===== src/rtl/dda_line_rasterizer_core_assert.svh =====
// Assertion macros shared by the DDA line rasterizer modules.
// Each macro expands to one labeled concurrent assertion, disabled in reset.
`ifndef DDA_LINE_RASTERIZER_CORE_ASSERT_SVH
`define DDA_LINE_RASTERIZER_CORE_ASSERT_SVH

// antecedent holds -> consequent holds in the same cycle
`define DLR_ASSERT_SAME(label, clk, rst_n, ante, cons, msg) \
    label: assert property (@(posedge clk) disable iff (!rst_n) (ante) |-> (cons)) \
        else $error(msg);

// antecedent holds -> consequent holds in the next cycle
`define DLR_ASSERT_NEXT(label, clk, rst_n, ante, cons, msg) \
    label: assert property (@(posedge clk) disable iff (!rst_n) (ante) |=> (cons)) \
        else $error(msg);

`endif


===== src/rtl/dda_lr_pkg.sv =====
// Shared types and defaults for the DDA line rasterizer.
// No dependencies; used by the controller, datapath and top level.
package dda_lr_pkg;

    localparam int COORD_BITS_DEF = 12;
    localparam int FRAC_BITS_DEF  = 16;

    typedef enum logic [1:0] {
        ST_IDLE   = 2'd0,
        ST_DIVIDE = 2'd1,
        ST_FINISH = 2'd2
    } state_t;

    // controller -> datapath
    typedef struct packed {
        logic load;      // start word accepted
        logic div_step;  // one quotient bit per axis
        logic finish;    // apply signs to the quotients
        logic pixel;     // step word accepted
    } cmd_t;

    // datapath -> controller
    typedef struct packed {
        logic out_free;  // output register can take a word this cycle
        logic side_zero; // incoming line has zero length
    } status_t;

endpackage


===== src/rtl/dda_lr_ctrl.sv =====
// Controller for the DDA line rasterizer: input handshake and divide sequencing.
// Depends on dda_lr_pkg and dda_line_rasterizer_core_assert.svh.
`include "dda_line_rasterizer_core_assert.svh"

module dda_lr_ctrl #(
    parameter int FRAC_BITS = dda_lr_pkg::FRAC_BITS_DEF
) (
    input  logic                clk,
    input  logic                rst_n,
    input  logic                in_valid,
    output logic                in_ready,
    input  logic                in_mode,
    input  dda_lr_pkg::status_t status,
    output dda_lr_pkg::cmd_t    cmd
);

    localparam int CNT_W = $clog2(FRAC_BITS + 1);
    localparam logic [CNT_W-1:0] CNT_LAST = CNT_W'(FRAC_BITS);

    dda_lr_pkg::state_t state_reg, state_next;
    logic [CNT_W-1:0]   cnt_reg, cnt_next;
    logic               accept;

    always_ff @(posedge clk or negedge rst_n)
    begin
        if (!rst_n)
        begin
            state_reg <= dda_lr_pkg::ST_IDLE;
            cnt_reg   <= '0;
        end
        else
        begin
            state_reg <= state_next;
            cnt_reg   <= cnt_next;
        end
    end

    always_comb
    begin
        state_next   = state_reg;
        cnt_next     = cnt_reg;
        in_ready     = 1'b0;
        cmd          = '0;
        accept       = 1'b0;
        unique case (state_reg)
            dda_lr_pkg::ST_IDLE:
            begin
                in_ready  = status.out_free;
                accept    = in_valid && status.out_free;
                cmd.load  = accept && !in_mode;
                cmd.pixel = accept && in_mode;
                cnt_next  = '0;
                if (cmd.load && !status.side_zero)
                begin
                    state_next = dda_lr_pkg::ST_DIVIDE;
                end
            end
            dda_lr_pkg::ST_DIVIDE:
            begin
                cmd.div_step = 1'b1;
                cnt_next     = cnt_reg + 1'b1;
                if (cnt_reg == CNT_LAST)
                begin
                    state_next = dda_lr_pkg::ST_FINISH;
                end
            end
            dda_lr_pkg::ST_FINISH:
            begin
                cmd.finish = 1'b1;
                state_next = dda_lr_pkg::ST_IDLE;
            end
            default:
            begin
                state_next = dda_lr_pkg::ST_IDLE;
            end
        endcase
    end

    `DLR_ASSERT_NEXT(a_div_entry, clk, rst_n, cmd.load && !status.side_zero,
        state_reg == dda_lr_pkg::ST_DIVIDE, "nonzero line did not start divide")
    `DLR_ASSERT_NEXT(a_div_length, clk, rst_n,
        state_reg == dda_lr_pkg::ST_DIVIDE && cnt_reg == CNT_LAST,
        state_reg == dda_lr_pkg::ST_FINISH, "divide ran past its last bit")
    `DLR_ASSERT_SAME(a_pixel_room, clk, rst_n, cmd.pixel, status.out_free,
        "step word taken with output register full")

endmodule


===== src/rtl/dda_lr_datapath.sv =====
// Datapath for the DDA line rasterizer: endpoint setup, shift-subtract divider,
// accumulators, rounding and output register. Depends on dda_lr_pkg and the assert macros.
`include "dda_line_rasterizer_core_assert.svh"

module dda_lr_datapath #(
    parameter int COORD_BITS = dda_lr_pkg::COORD_BITS_DEF,
    parameter int FRAC_BITS  = dda_lr_pkg::FRAC_BITS_DEF,
    parameter int IN_DATA_W  = 80,
    parameter int OUT_DATA_W = 56
) (
    input  logic                  clk,
    input  logic                  rst_n,
    input  dda_lr_pkg::cmd_t      cmd,
    output dda_lr_pkg::status_t   status,
    input  logic [IN_DATA_W-1:0]  in_data,
    output logic                  out_valid,
    input  logic                  out_ready,
    output logic [OUT_DATA_W-1:0] out_data,
    output logic                  out_last
);

    localparam int C      = COORD_BITS;
    localparam int ACC_W  = COORD_BITS + FRAC_BITS + 1;
    localparam int STEP_W = FRAC_BITS + 2;
    localparam int QUO_W  = FRAC_BITS + 1;
    localparam int CNT_W  = COORD_BITS + 1;
    localparam logic [ACC_W-1:0] HALF = ACC_W'(1) << (FRAC_BITS - 1);

    // input unpack
    logic [C-1:0]  x0, y0, x1, y1;
    logic [31:0]   color_in;
    logic [C:0]    dx, dy, ndx, ndy;
    logic [C-1:0]  adx, ady, side;

    assign x0       = in_data[0*C +: C];
    assign y0       = in_data[1*C +: C];
    assign x1       = in_data[2*C +: C];
    assign y1       = in_data[3*C +: C];
    assign color_in = in_data[4*C +: 32];

    assign dx   = {x1[C-1], x1} - {x0[C-1], x0};
    assign dy   = {y1[C-1], y1} - {y0[C-1], y0};
    assign ndx  = -dx;
    assign ndy  = -dy;
    assign adx  = dx[C] ? ndx[C-1:0] : dx[C-1:0];
    assign ady  = dy[C] ? ndy[C-1:0] : dy[C-1:0];
    assign side = (adx >= ady) ? adx : ady;

    // state
    logic [ACC_W-1:0]  accum_x_reg, accum_y_reg;
    logic [STEP_W-1:0] step_x_reg, step_y_reg;
    logic [CNT_W-1:0]  pixels_left_reg;
    logic [31:0]       color_reg;
    logic              line_active_reg;

    // divider: partial remainder already shifted, one quotient bit per step
    logic [C-1:0]      side_reg;
    logic [C:0]        wx_reg, wy_reg;
    logic [QUO_W-1:0]  qx_reg, qy_reg;
    logic              sx_neg_reg, sy_neg_reg;
    logic              gex, gey;
    logic [C:0]        rx, ry;

    assign gex = wx_reg >= {1'b0, side_reg};
    assign gey = wy_reg >= {1'b0, side_reg};
    assign rx  = gex ? (wx_reg - {1'b0, side_reg}) : wx_reg;
    assign ry  = gey ? (wy_reg - {1'b0, side_reg}) : wy_reg;

    // rounding: ties away from zero is (a + half - sign) floored
    logic [ACC_W-1:0] rnd_x, rnd_y;
    logic             emit;

    assign rnd_x = accum_x_reg + HALF - ACC_W'(accum_x_reg[ACC_W-1]);
    assign rnd_y = accum_y_reg + HALF - ACC_W'(accum_y_reg[ACC_W-1]);
    assign emit  = cmd.pixel && line_active_reg;

    // output register
    logic         out_valid_reg;
    logic [C-1:0] px_reg, py_reg;
    logic [31:0]  pcolor_reg;
    logic         plast_reg;

    always_ff @(posedge clk or negedge rst_n)
    begin
        if (!rst_n)
        begin
            line_active_reg <= 1'b0;
            pixels_left_reg <= '0;
            out_valid_reg   <= 1'b0;
        end
        else
        begin
            if (cmd.load)
            begin
                line_active_reg <= 1'b1;
                pixels_left_reg <= {1'b0, side} + 1'b1;
            end
            else if (emit)
            begin
                pixels_left_reg <= pixels_left_reg - 1'b1;
                if (pixels_left_reg == CNT_W'(1))
                begin
                    line_active_reg <= 1'b0;
                end
            end

            if (emit)
            begin
                out_valid_reg <= 1'b1;
            end
            else if (out_ready)
            begin
                out_valid_reg <= 1'b0;
            end
        end
    end

    always_ff @(posedge clk)
    begin
        if (cmd.load)
        begin
            accum_x_reg <= {x0[C-1], x0, {FRAC_BITS{1'b0}}};
            accum_y_reg <= {y0[C-1], y0, {FRAC_BITS{1'b0}}};
            step_x_reg  <= '0;
            step_y_reg  <= '0;
            color_reg   <= color_in;
            side_reg    <= side;
            wx_reg      <= {1'b0, adx};
            wy_reg      <= {1'b0, ady};
            qx_reg      <= '0;
            qy_reg      <= '0;
            sx_neg_reg  <= dx[C];
            sy_neg_reg  <= dy[C];
        end
        else if (cmd.div_step)
        begin
            wx_reg <= {rx[C-1:0], 1'b0};
            wy_reg <= {ry[C-1:0], 1'b0};
            qx_reg <= {qx_reg[QUO_W-2:0], gex};
            qy_reg <= {qy_reg[QUO_W-2:0], gey};
        end
        else if (cmd.finish)
        begin
            step_x_reg <= sx_neg_reg ? (STEP_W'(0) - {1'b0, qx_reg}) : {1'b0, qx_reg};
            step_y_reg <= sy_neg_reg ? (STEP_W'(0) - {1'b0, qy_reg}) : {1'b0, qy_reg};
        end
        else if (emit)
        begin
            accum_x_reg <= accum_x_reg + {{(ACC_W-STEP_W){step_x_reg[STEP_W-1]}}, step_x_reg};
            accum_y_reg <= accum_y_reg + {{(ACC_W-STEP_W){step_y_reg[STEP_W-1]}}, step_y_reg};
        end

        if (emit)
        begin
            px_reg     <= rnd_x[FRAC_BITS +: C];
            py_reg     <= rnd_y[FRAC_BITS +: C];
            pcolor_reg <= color_reg;
            plast_reg  <= (pixels_left_reg == CNT_W'(1));
        end
    end

    assign status.out_free  = !out_valid_reg || out_ready;
    assign status.side_zero = (side == '0);

    assign out_valid = out_valid_reg;
    assign out_data  = OUT_DATA_W'({pcolor_reg, py_reg, px_reg});
    assign out_last  = plast_reg;

    `DLR_ASSERT_SAME(a_active_count, clk, rst_n, line_active_reg,
        pixels_left_reg != '0, "active line with no pixels left")
    `DLR_ASSERT_NEXT(a_last_ends_line, clk, rst_n, emit && pixels_left_reg == CNT_W'(1),
        !line_active_reg && out_valid_reg && plast_reg, "last pixel did not close the line")

endmodule


===== src/rtl/dda_line_rasterizer_core.sv =====
// DDA line rasterizer, top level.
// Usage:
//   s_axis carries command words. tuser = mode: 0 starts a line from the
//   endpoints and color in tdata and produces nothing; 1 asks for the next
//   pixel of the active line (ignored when no line is active).
//   m_axis carries pixel words; tlast marks the final pixel of a line.
// Handshake and sequencing:
//   A step word gives its pixel on m_axis in the cycle after acceptance; step
//   words can be taken every cycle while the receiver keeps up.
//   A start word of nonzero length occupies the shift-subtract divider
//   (ST_DIVIDE) and then a sign step (ST_FINISH); the input is held off
//   until both are done. A zero-length line needs no divide and the next
//   word may follow at once.
// Reset clears the controller, the output valid and the active-line flag.
// When m_axis stalls, the pending pixel holds in the output register and
// s_axis_tready drops until it is taken.
// Depends on dda_lr_pkg, dda_lr_ctrl and dda_lr_datapath.
module dda_line_rasterizer_core #(
    parameter int  COORD_BITS = dda_lr_pkg::COORD_BITS_DEF,
    parameter int  FRAC_BITS  = dda_lr_pkg::FRAC_BITS_DEF,
    localparam int IN_DATA_W  = ((4 * COORD_BITS + 32 + 7) / 8) * 8,
    localparam int OUT_DATA_W = ((2 * COORD_BITS + 32 + 7) / 8) * 8
) (
    input  logic                  clk,
    input  logic                  rst_n,
    input  logic                  s_axis_tvalid,
    output logic                  s_axis_tready,
    // start_x, start_y, end_x, end_y, line_color, zero pad
    input  logic [IN_DATA_W-1:0]  s_axis_tdata,
    // mode
    input  logic                  s_axis_tuser,
    output logic                  m_axis_tvalid,
    input  logic                  m_axis_tready,
    // pixel_x, pixel_y, pixel_color, zero pad
    output logic [OUT_DATA_W-1:0] m_axis_tdata,
    output logic                  m_axis_tlast
);

    dda_lr_pkg::cmd_t    cmd;
    dda_lr_pkg::status_t status;

    dda_lr_ctrl #(
        .FRAC_BITS (FRAC_BITS)
    ) u_ctrl (
        .clk      (clk),
        .rst_n    (rst_n),
        .in_valid (s_axis_tvalid),
        .in_ready (s_axis_tready),
        .in_mode  (s_axis_tuser),
        .status   (status),
        .cmd      (cmd)
    );

    dda_lr_datapath #(
        .COORD_BITS (COORD_BITS),
        .FRAC_BITS  (FRAC_BITS),
        .IN_DATA_W  (IN_DATA_W),
        .OUT_DATA_W (OUT_DATA_W)
    ) u_datapath (
        .clk       (clk),
        .rst_n     (rst_n),
        .cmd       (cmd),
        .status    (status),
        .in_data   (s_axis_tdata),
        .out_valid (m_axis_tvalid),
        .out_ready (m_axis_tready),
        .out_data  (m_axis_tdata),
        .out_last  (m_axis_tlast)
    );

endmodule

===== config.mk =====
export PLATFORM = sky130hd
export DESIGN_NAME = dda_line_rasterizer_core
export DESIGN_NICKNAME = d
export VERILOG_FILES = /design/src/rtl/dda_lr_pkg.sv /design/src/rtl/dda_lr_ctrl.sv /design/src/rtl/dda_lr_datapath.sv /design/src/rtl/dda_line_rasterizer_core.sv
export VERILOG_INCLUDE_DIRS = /design/src /design/src/rtl
export SDC_FILE = /design/constraint.sdc
export NUM_CORES = 1
export LEC_CHECK = 0
export BUFFER_PORTS_ARGS = -buffer_cell sky130_fd_sc_hd__buf_2
export CAP_MARGIN = 15
export CORE_AREA = 2 2 246 248
export DETAILED_ROUTE_END_ITERATION = 10
export DIE_AREA = 0 0 248 250
export PLACE_DENSITY_LB_ADDON = 0.3
export SETUP_SLACK_MARGIN = 0.2
export SLEW_MARGIN = 20
export SYNTH_ARGS = -nofsm -noshare
export SYNTH_HDL_FRONTEND = slang
export SYNTH_SLANG_ARGS = --single-unit

===== constraint.sdc =====
create_clock -name clk -period 5.7 [get_ports clk]
set_input_delay 1.71 -clock clk [delete_from_list [all_inputs] [get_ports clk]]
set_output_delay 1.71 -clock clk [all_outputs]
set_load 0.02 [all_outputs]

==> results.sh, run 1 <==
export IMPL_status="complete, but fails checks"
export IMPL_violations="setup timing"
export IMPL_end_kind="flop"
export IMPL_layout_drive_gt1_share_pct=23.80
export IMPL_cp_arrival_ns=6.45
export IMPL_io_buffers=143
export IMPL_grt_use_total_pct=16.62
export IMPL_syn2layout_area_growth_pct=26.86
export IMPL_syn_area_per_cell_um2=9.383
export IMPL_max_clock_freq_ghz=0.1660
export IMPL_synth_cells=2010
export IMPL_yosysSeqAreaShare_pct=38.32
export IMPL_drtAntennaViolNets=0
export IMPL_critPathMaxFanout=4
export IMPL_ios=144
export IMPL_grt_pass1_wl_mm=82.88
export IMPL_cts_buffers_inserted=35
export IMPL_rr_worst_depth=15
export IMPL_synth_warnings=0
export IMPL_antenna_found_initial=3
export IMPL_slowest_stage="fa_2"
export IMPL_async_flop_share_pct=7.885
export IMPL_grt_overflow=0
export IMPL_synth_edff_count=153
export IMPL_p_leak_nw=10.32
export IMPL_ys_ff_latch=279
export IMPL_post_drt_via_cell_ratio=5.099
export IMPL_cts_tree="done"
export IMPL_maxCapViolCount=0
export IMPL_synth_ff_type="edfxtp_1"
export IMPL_wl_mm=52.47
export IMPL_yosysUniqueCellTypes=93
export IMPL_cpMostUsedCell="ha_4"
export IMPL_startpoint_type="input pin"
export IMPL_finalHoldViolCount=0
export IMPL_synth_area_leader_cell="edfxtp_1"
export IMPL_switching_share_pct=42.64
export IMPL_n_fill_cell=5743
export IMPL_path_buf_inv=6
export IMPL_clockBufferDepth=3
export IMPL_synth_top_area_share_pct=24.36
export IMPL_intPower_mw=7.645
export IMPL_vias=16198
export IMPL_seq_power_share_pct=26.0
export IMPL_tightestPinTransition_ns=0.9856
export IMPL_synth_compound_area_share_pct=18.62
export IMPL_htreeDepth=2
export IMPL_path_class="in2reg"
export IMPL_place_gp_congestion=0.9324
export IMPL_critical_path_top_delay_family="compound AO/OA/AOI/OAI gates"
export IMPL_multi_input_area_um2=11400
export IMPL_synthSimpleGateAreaFrac_pct=14.28
export IMPL_cts_clk_slew_worst_paths_ns=0.06
export IMPL_p_switching_mw=5.684
export IMPL_dp_hpwl_mm=38.71
export IMPL_fp_dieArea_um2=62000
export IMPL_setup_ws_ns=-0.3224
export IMPL_wire_per_inst_um=16.51
export IMPL_cp_depth=28
export IMPL_std_cell_rows=90
export IMPL_synth_top_family_by_area="compound AO/OA/AOI/OAI gates"
export IMPL_slew_headroom_pct=32.59
export IMPL_timing_hold_ws_ns=0.4165
export IMPL_start_util_pct=31.66
export IMPL_ctsHoldBuffers=0
export IMPL_core_area_um2=59570
export IMPL_cts_sinks=279
export IMPL_seq_area_um2=7227
export IMPL_finalNetCount=2640
export IMPL_synth_xor_area_share_pct=7.477
export IMPL_vdd_ir_drop_max_mv=0.2437
export IMPL_drc=0
export IMPL_pwr_share_comb_pct=57.5
export IMPL_die_h_um=250
export IMPL_p_per_area_nw_per_um2=557.1
export IMPL_drtIter0Drc=755
export IMPL_period_minus_slack_ns=6.022
export IMPL_grt_start_max_net_pins=133
export IMPL_synth_adder_area_share_pct=12.58
export IMPL_fin_worst_skew_ns=0.03725
export IMPL_hold_path_depth=0
export IMPL_antenna_cells=0
export IMPL_clock_latency_ns=0.57
export IMPL_rsz0062_at_grt="yes"
export IMPL_place_area_um2=21990
export IMPL_syn_num_nets=2281
export IMPL_clock_tree_root_cell="clkbuf_16"
export IMPL_synth_area_um2=18860
export IMPL_yosys_top_cells_area="edfxtp_1 24%, ha_1 12%, dfxtp_1 11%"
export IMPL_place_ws_ns=-1.144
export IMPL_stdcell_area_um2=23930
export IMPL_setup_viol=6
export IMPL_slew_viol_final=0
export IMPL_max_stage_delay_ns=0.56
export IMPL_worst_endpoint_required_ns=6.13
export IMPL_synth_mux_area_share_pct=4.273
export IMPL_post_route_period_util_pct=105.7
export IMPL_die_width_um=248
export IMPL_firstDrtPassIters=5
export IMPL_pwr_share_clk_pct=16.5
export IMPL_min_path_type="reg2reg"
export IMPL_grt_pass1_vias=15970
cell usage in the layout, fill, tap and decap left out, types with 72 or more instances in the layout:
cell type and n:
inv_1 153, ha_1 165, a21oi_1 123, mux2i_1 75
xnor2_1 72, dfxtp_1 104, nand2_1 126, xor2_1 72
nor2_1 174, buf_4 226, buf_2 139, edfxtp_1 153
o21ai_0 92
cells in the mapped netlist (13+ instances only):
cell type and n:
xor2_1 79, or3_1 15, clkbuf_1 48, dfrtp_1 22, a21boi_0 15, xnor2_1 77, nor2b_1 30, inv_1 164
o21ai_1 13, nor3_1 43, a211oi_1 51, a21o_1 46, nor2_1 177, mux2i_1 76, a21oi_1 128, o21a_1 15
o21bai_1 16, o31ai_1 16, ha_1 180, nand2_1 132, o22ai_1 22, nand3_1 38, o21ai_0 97, edfxtp_1 153
dfxtp_1 104, nand2b_1 28, nand4_1 17
per-layer routing:
layer	global-route usage [%]	vias to the layer above	part of all wire, %
met3	3.355	97	5.3
met2	27.21	346	46
met4	5.851	6	3.0
met1	21.59	7720	45
li1	-	8029	-
met5	0	-	0.080
worst register-to-register path, stage by stage, from the launching register on:
cell and delay [ns]:
dfxtp_1 0.32, ha_1 0.23, inv_1 0.08, fa_1 0.18, nor2b_1 0.06, o21a_1 0.18, o21ai_0 0.34, a31oi_1 0.23
a221o_1 0.36, a211oi_1 0.62, o21ba_2 0.28, o21ai_0 0.14, o41ai_1 0.48, o21ai_0 0.21, xnor2_1 0.18, o21ai_0 0.10
per-stage QoR:
step,instances,TNS [ns],util [%],total power [mW]
after floorplan,2010,-3.089,-,8.543
after global placement,3074,-10.92,36.92,10.52
after detailed placement,3074,-13.26,36.92,10.72
after CTS,3163,-1.008,39.42,13.19
after global routing,3177,-2.155,40.16,14.41
final,3177,-1.103,40.16,13.33
timing repair:
action | CTS | global route
setup buffers | 26 | 13
pin swaps | 23 | 33
hold endpoints to repair | 0 | 0
setup endpoints to repair | 15 | 20
gates resized for setup | 40 | 67
path summary, 6_finish.rpt:
| check | start | to | slack [ns] |
|---|---|---|---|
| min in group asynchronous | rst_n | u_datapath.pixels_left_reg[1]$_DFFE_PN0P_ | 1.15 |
| worst min-delay path | u_datapath.color_reg[7]$_DFFE_PP_ | u_datapath.pcolor_reg[7]$_DFFE_PP_ | 0.42 |
| worst max register to register | u_datapath.step_x_reg[0]$_SDFFE_PP0P_ | u_datapath.accum_x_reg[28]$_DFFE_PP_ | 1.48 |
| worst max-delay path | s_axis_tdata[36] | u_datapath.pixels_left_reg[10]$_DFFE_PN0P_ | -0.32 |
| worst min register to register | u_datapath.color_reg[7]$_DFFE_PP_ | u_datapath.pcolor_reg[7]$_DFFE_PP_ | 0.42 |
| max in group asynchronous | rst_n | u_ctrl.cnt_reg[3]$_DFFE_PN0P_ | 4.13 |
power groups by stage:
| stage | Combinational (mW) | Sequential (mW) | Clock (mW) |
|---|---|---|---|
| after global routing | 8.52 | 3.55 | 2.34 |
| after floorplan | 5.09 | 3.45 | 0 |
| after global placement | 7.04 | 3.48 | 0 |
| after CTS | 7.46 | 3.47 | 2.26 |
| final | 7.67 | 3.47 | 2.20 |
| after detailed placement | 7.22 | 3.50 | 0 |
cells by family (layout without fill, tap and decap cells):
family	count (synthesis)	in the layout
XOR/XNOR	158	158
adder cells (fa/ha/maj)	186	186
flip-flops	279	279
AO/OA/AOI/OAI	525	525
AND/OR/NAND/NOR	559	559
buffers and inverters	223	608
multiplexers	80	80
area by class of cell:
cell class	instances	share of cell area [%]
clock buffers	49	3.964
clock inverters	14	0.6851
inverters	166	2.698
multi-input cells	1508	47.63
flip-flops and latches	279	30.21
well taps	782	4.090
repair buffers	379	10.73
(Power assumes the default switching activity.)
==> run 2, diff against run 1 <==
- CORE_AREA: 2 2 246 248 -> 2 2 175 349
- DIE_AREA: 0 0 248 250 -> 0 0 177 351
==> run 2 against run 1 <==
Net effect:
- the flow still finishes with violations (setup timing)
- routed wire length shrank 6.5%
- core utilization shrank 0.45 points
- total power shrank 3.6%
- global-route usage shrank 1.0 points
- maximum frequency grew 0.35%
- non-clock buffer count shrank 6
- sequential share of layout area grew 0.33 points
- via count shrank 2.9%
- setup slack gained 0.021 ns
- clock power shrank 12%
- clock-buffer cell count shrank 15
- clock skew shrank 0.015 ns
==> results.sh, run 2 (same netlist as run 1, synthesis figures left out) <==
export IMPL_post_drt_via_cell_ratio=4.992
export IMPL_antenna_cells=0
export IMPL_dp_hpwl_mm=36.44
export IMPL_min_path_type="reg2reg"
export IMPL_cp_arrival_ns=6.46
export IMPL_grt_use_total_pct=15.58
export IMPL_finalNetCount=2628
export IMPL_place_area_um2=22030
export IMPL_ctsHoldBuffers=0
export IMPL_layout_drive_gt1_share_pct=22.93
export IMPL_setup_ws_ns=-0.3012
export IMPL_seq_area_um2=7227
export IMPL_antenna_found_initial=0
export IMPL_period_minus_slack_ns=6.001
export IMPL_firstDrtPassIters=5
export IMPL_drtAntennaViolNets=0
export IMPL_cts_clk_slew_worst_paths_ns=0.06
export IMPL_std_cell_rows=127
export IMPL_cts_buffers_inserted=29
export IMPL_reg2reg_slack_ns=1.65
export IMPL_drtIter0Drc=748
export IMPL_grt_start_max_net_pins=132
export IMPL_fin_worst_skew_ns=0.02199
export IMPL_grt_pass1_wl_mm=79.41
export IMPL_io_buffers=143
export IMPL_r2r_end="u_datapath.wy_reg[2]$_DFFE_PP_"
export IMPL_grt_overflow=0
export IMPL_timing_hold_ws_ns=0.4189
export IMPL_slowest_stage="xor2_1"
export IMPL_wl_mm=49.07
export IMPL_fp_dieArea_um2=62130
export IMPL_max_stage_delay_ns=0.39
export IMPL_htreeDepth=1
export IMPL_clock_latency_ns=0.58
export IMPL_met1_length_mm=22.85
export IMPL_clock_tree_root_cell="clkbuf_16"
export IMPL_die_h_um=351
export IMPL_violations="setup timing"
export IMPL_cts_sinks=279
export IMPL_startpoint_type="input pin"
export IMPL_p_per_area_nw_per_um2=543.0
export IMPL_post_route_period_util_pct=105.3
export IMPL_max_clock_freq_ghz=0.1666
export IMPL_cts_tree="done"
export IMPL_wire_per_inst_um=15.57
export IMPL_crit_reg2reg_launch="u_datapath.side_reg[1]$_DFFE_PP_"
export IMPL_syn2layout_area_growth_pct=25.50
export IMPL_slew_headroom_pct=28.80
export IMPL_ios=144
export IMPL_n_fill_cell=5901
export IMPL_clockBufferDepth=3
export IMPL_p_leak_nw=10.22
export IMPL_final_cell_mix="212 x buf_4, 174 x nor2_1, 168 x ha_1, 158 x inv_1, 153 x edfxtp_1"
export IMPL_end_kind="flop"
export IMPL_multi_input_area_um2=11320
export IMPL_worst_endpoint_required_ns=6.16
export IMPL_setup_viol=6
export IMPL_rr_worst_depth=15
export IMPL_drc=0
export IMPL_finalHoldViolCount=0
export IMPL_vdd_ir_drop_max_mv=0.2898
export IMPL_status="complete, but fails checks"
export IMPL_path_class="in2reg"
export IMPL_die_width_um=177
export IMPL_hold_path_depth=0
export IMPL_stdcell_area_um2=23670
export IMPL_rsz0062_at_grt="yes"
export IMPL_wl_met2_mm=22.78
export IMPL_finalSetupTns_ns=-1.140
export IMPL_layout_commonest_cell="buf_4"
export IMPL_worstHoldStart="u_datapath.color_reg[6]$_DFFE_PP_"
export IMPL_vias=15729
export IMPL_hold_end="u_datapath.pcolor_reg[6]$_DFFE_PP_"
export IMPL_grt_pass1_vias=15533
export IMPL_finalPower_mw=12.85
export IMPL_maxCapViolCount=0
export IMPL_core_area_um2=59590
export IMPL_slew_viol_final=0
export IMPL_top_layer="met4"
export IMPL_critPathMaxFanout=4
export IMPL_start_util_pct=31.65
export IMPL_tightestPinTransition_ns=1.068
export IMPL_wl_met3_mm=2.157
export IMPL_fin_util_pct=39.72
export IMPL_place_gp_congestion=0.8921
run 2: cell count changes in the layout (fill, tap and decap cells not counted), moves of 3 or more:
| cell | change |
|---|---|
| a21oi_2 | +3 |
| buf_4 | -14 |
| buf_6 | +8 |
| clkbuf_1 | -11 |
| clkbuf_16 | -6 |
| clkinv_1 | +4 |
| ha_1 | +3 |
| inv_1 | +5 |
| inv_2 | -4 |
run 2: worst max-delay path, delay by kind of cell:
family	cells	cell delay, ns
AO/OA/AOI/OAI	9	1.68
XOR/XNOR	1	0.39
adder cells (fa/ha/maj)	4	0.98
buffers and inverters	5	0.48
multiplexers	1	0.21
AND/OR/NAND/NOR	7	1.03
run 2: worst max-delay path by stage:
stage / slack, ns / startpoint / cells after the start / end
4_1_cts: -0.24 / s_axis_tdata[36] / 27 / u_datapath.pixels_left_reg[10]$_DFFE_PN0P_
6_report: -0.30 / s_axis_tdata[0] / 27 / u_ctrl.state_reg[1]$_DFFE_PN0P_
5_1_grt: -0.46 / s_axis_tdata[36] / 28 / u_datapath.pixels_left_reg[10]$_DFFE_PN0P_
3_5_place_dp: -1.01 / s_axis_tdata[36] / 29 / u_ctrl.state_reg[1]$_DFFE_PN0P_
3_3_place_gp: -0.95 / s_axis_tdata[36] / 26 / u_datapath.pixels_left_reg[10]$_DFFE_PN0P_
2_1_floorplan: -0.73 / s_axis_tdata[36] / 27 / u_datapath.pixels_left_reg[10]$_DFFE_PN0P_
run 2: routing by layer:
layer | track usage [%] | vias to the layer above
met5 | 0 | -
met4 | 4.453 | 0
met3 | 1.632 | 62
met2 | 26.63 | 336
met1 | 20.66 | 7344
li1 | - | 7987
run 2: final cells by class:
type | instances | area share (%)
Multi-Input combinational cell | 1508 | 47.82
Sequential cell | 279 | 30.53
Timing Repair Buffer | 373 | 10.78
Tap cell | 774 | 4.092
Clock buffer | 34 | 3.315
Inverter | 166 | 2.717
Clock inverter | 17 | 0.7401
run 2: repair_timing:
item	CTS	global route
endpoints found under the hold margin	0	0
gates resized for setup	54	43
pin swaps	31	28
cloned	0	0
buffers inserted	24	5
setup endpoints to repair	8	18
run 2: stage by stage:
step | instances | setup WS, ns
2_1_floorplan | 2010 | -0.7344
3_3_place_gp | 3071 | -0.9528
3_5_place_dp | 3071 | -1.006
4_1_cts | 3146 | -0.2394
5_1_grt | 3151 | -0.4645
6_report | 3151 | -0.3012
run 2: power by group:
part / switching [mW] / internal (mW) / leakage [nW]
registers: 0.501 / 2.98 / 2.54
logic: 4.09 / 3.34 / 7.21
clock network: 0.827 / 1.11 / 0.465
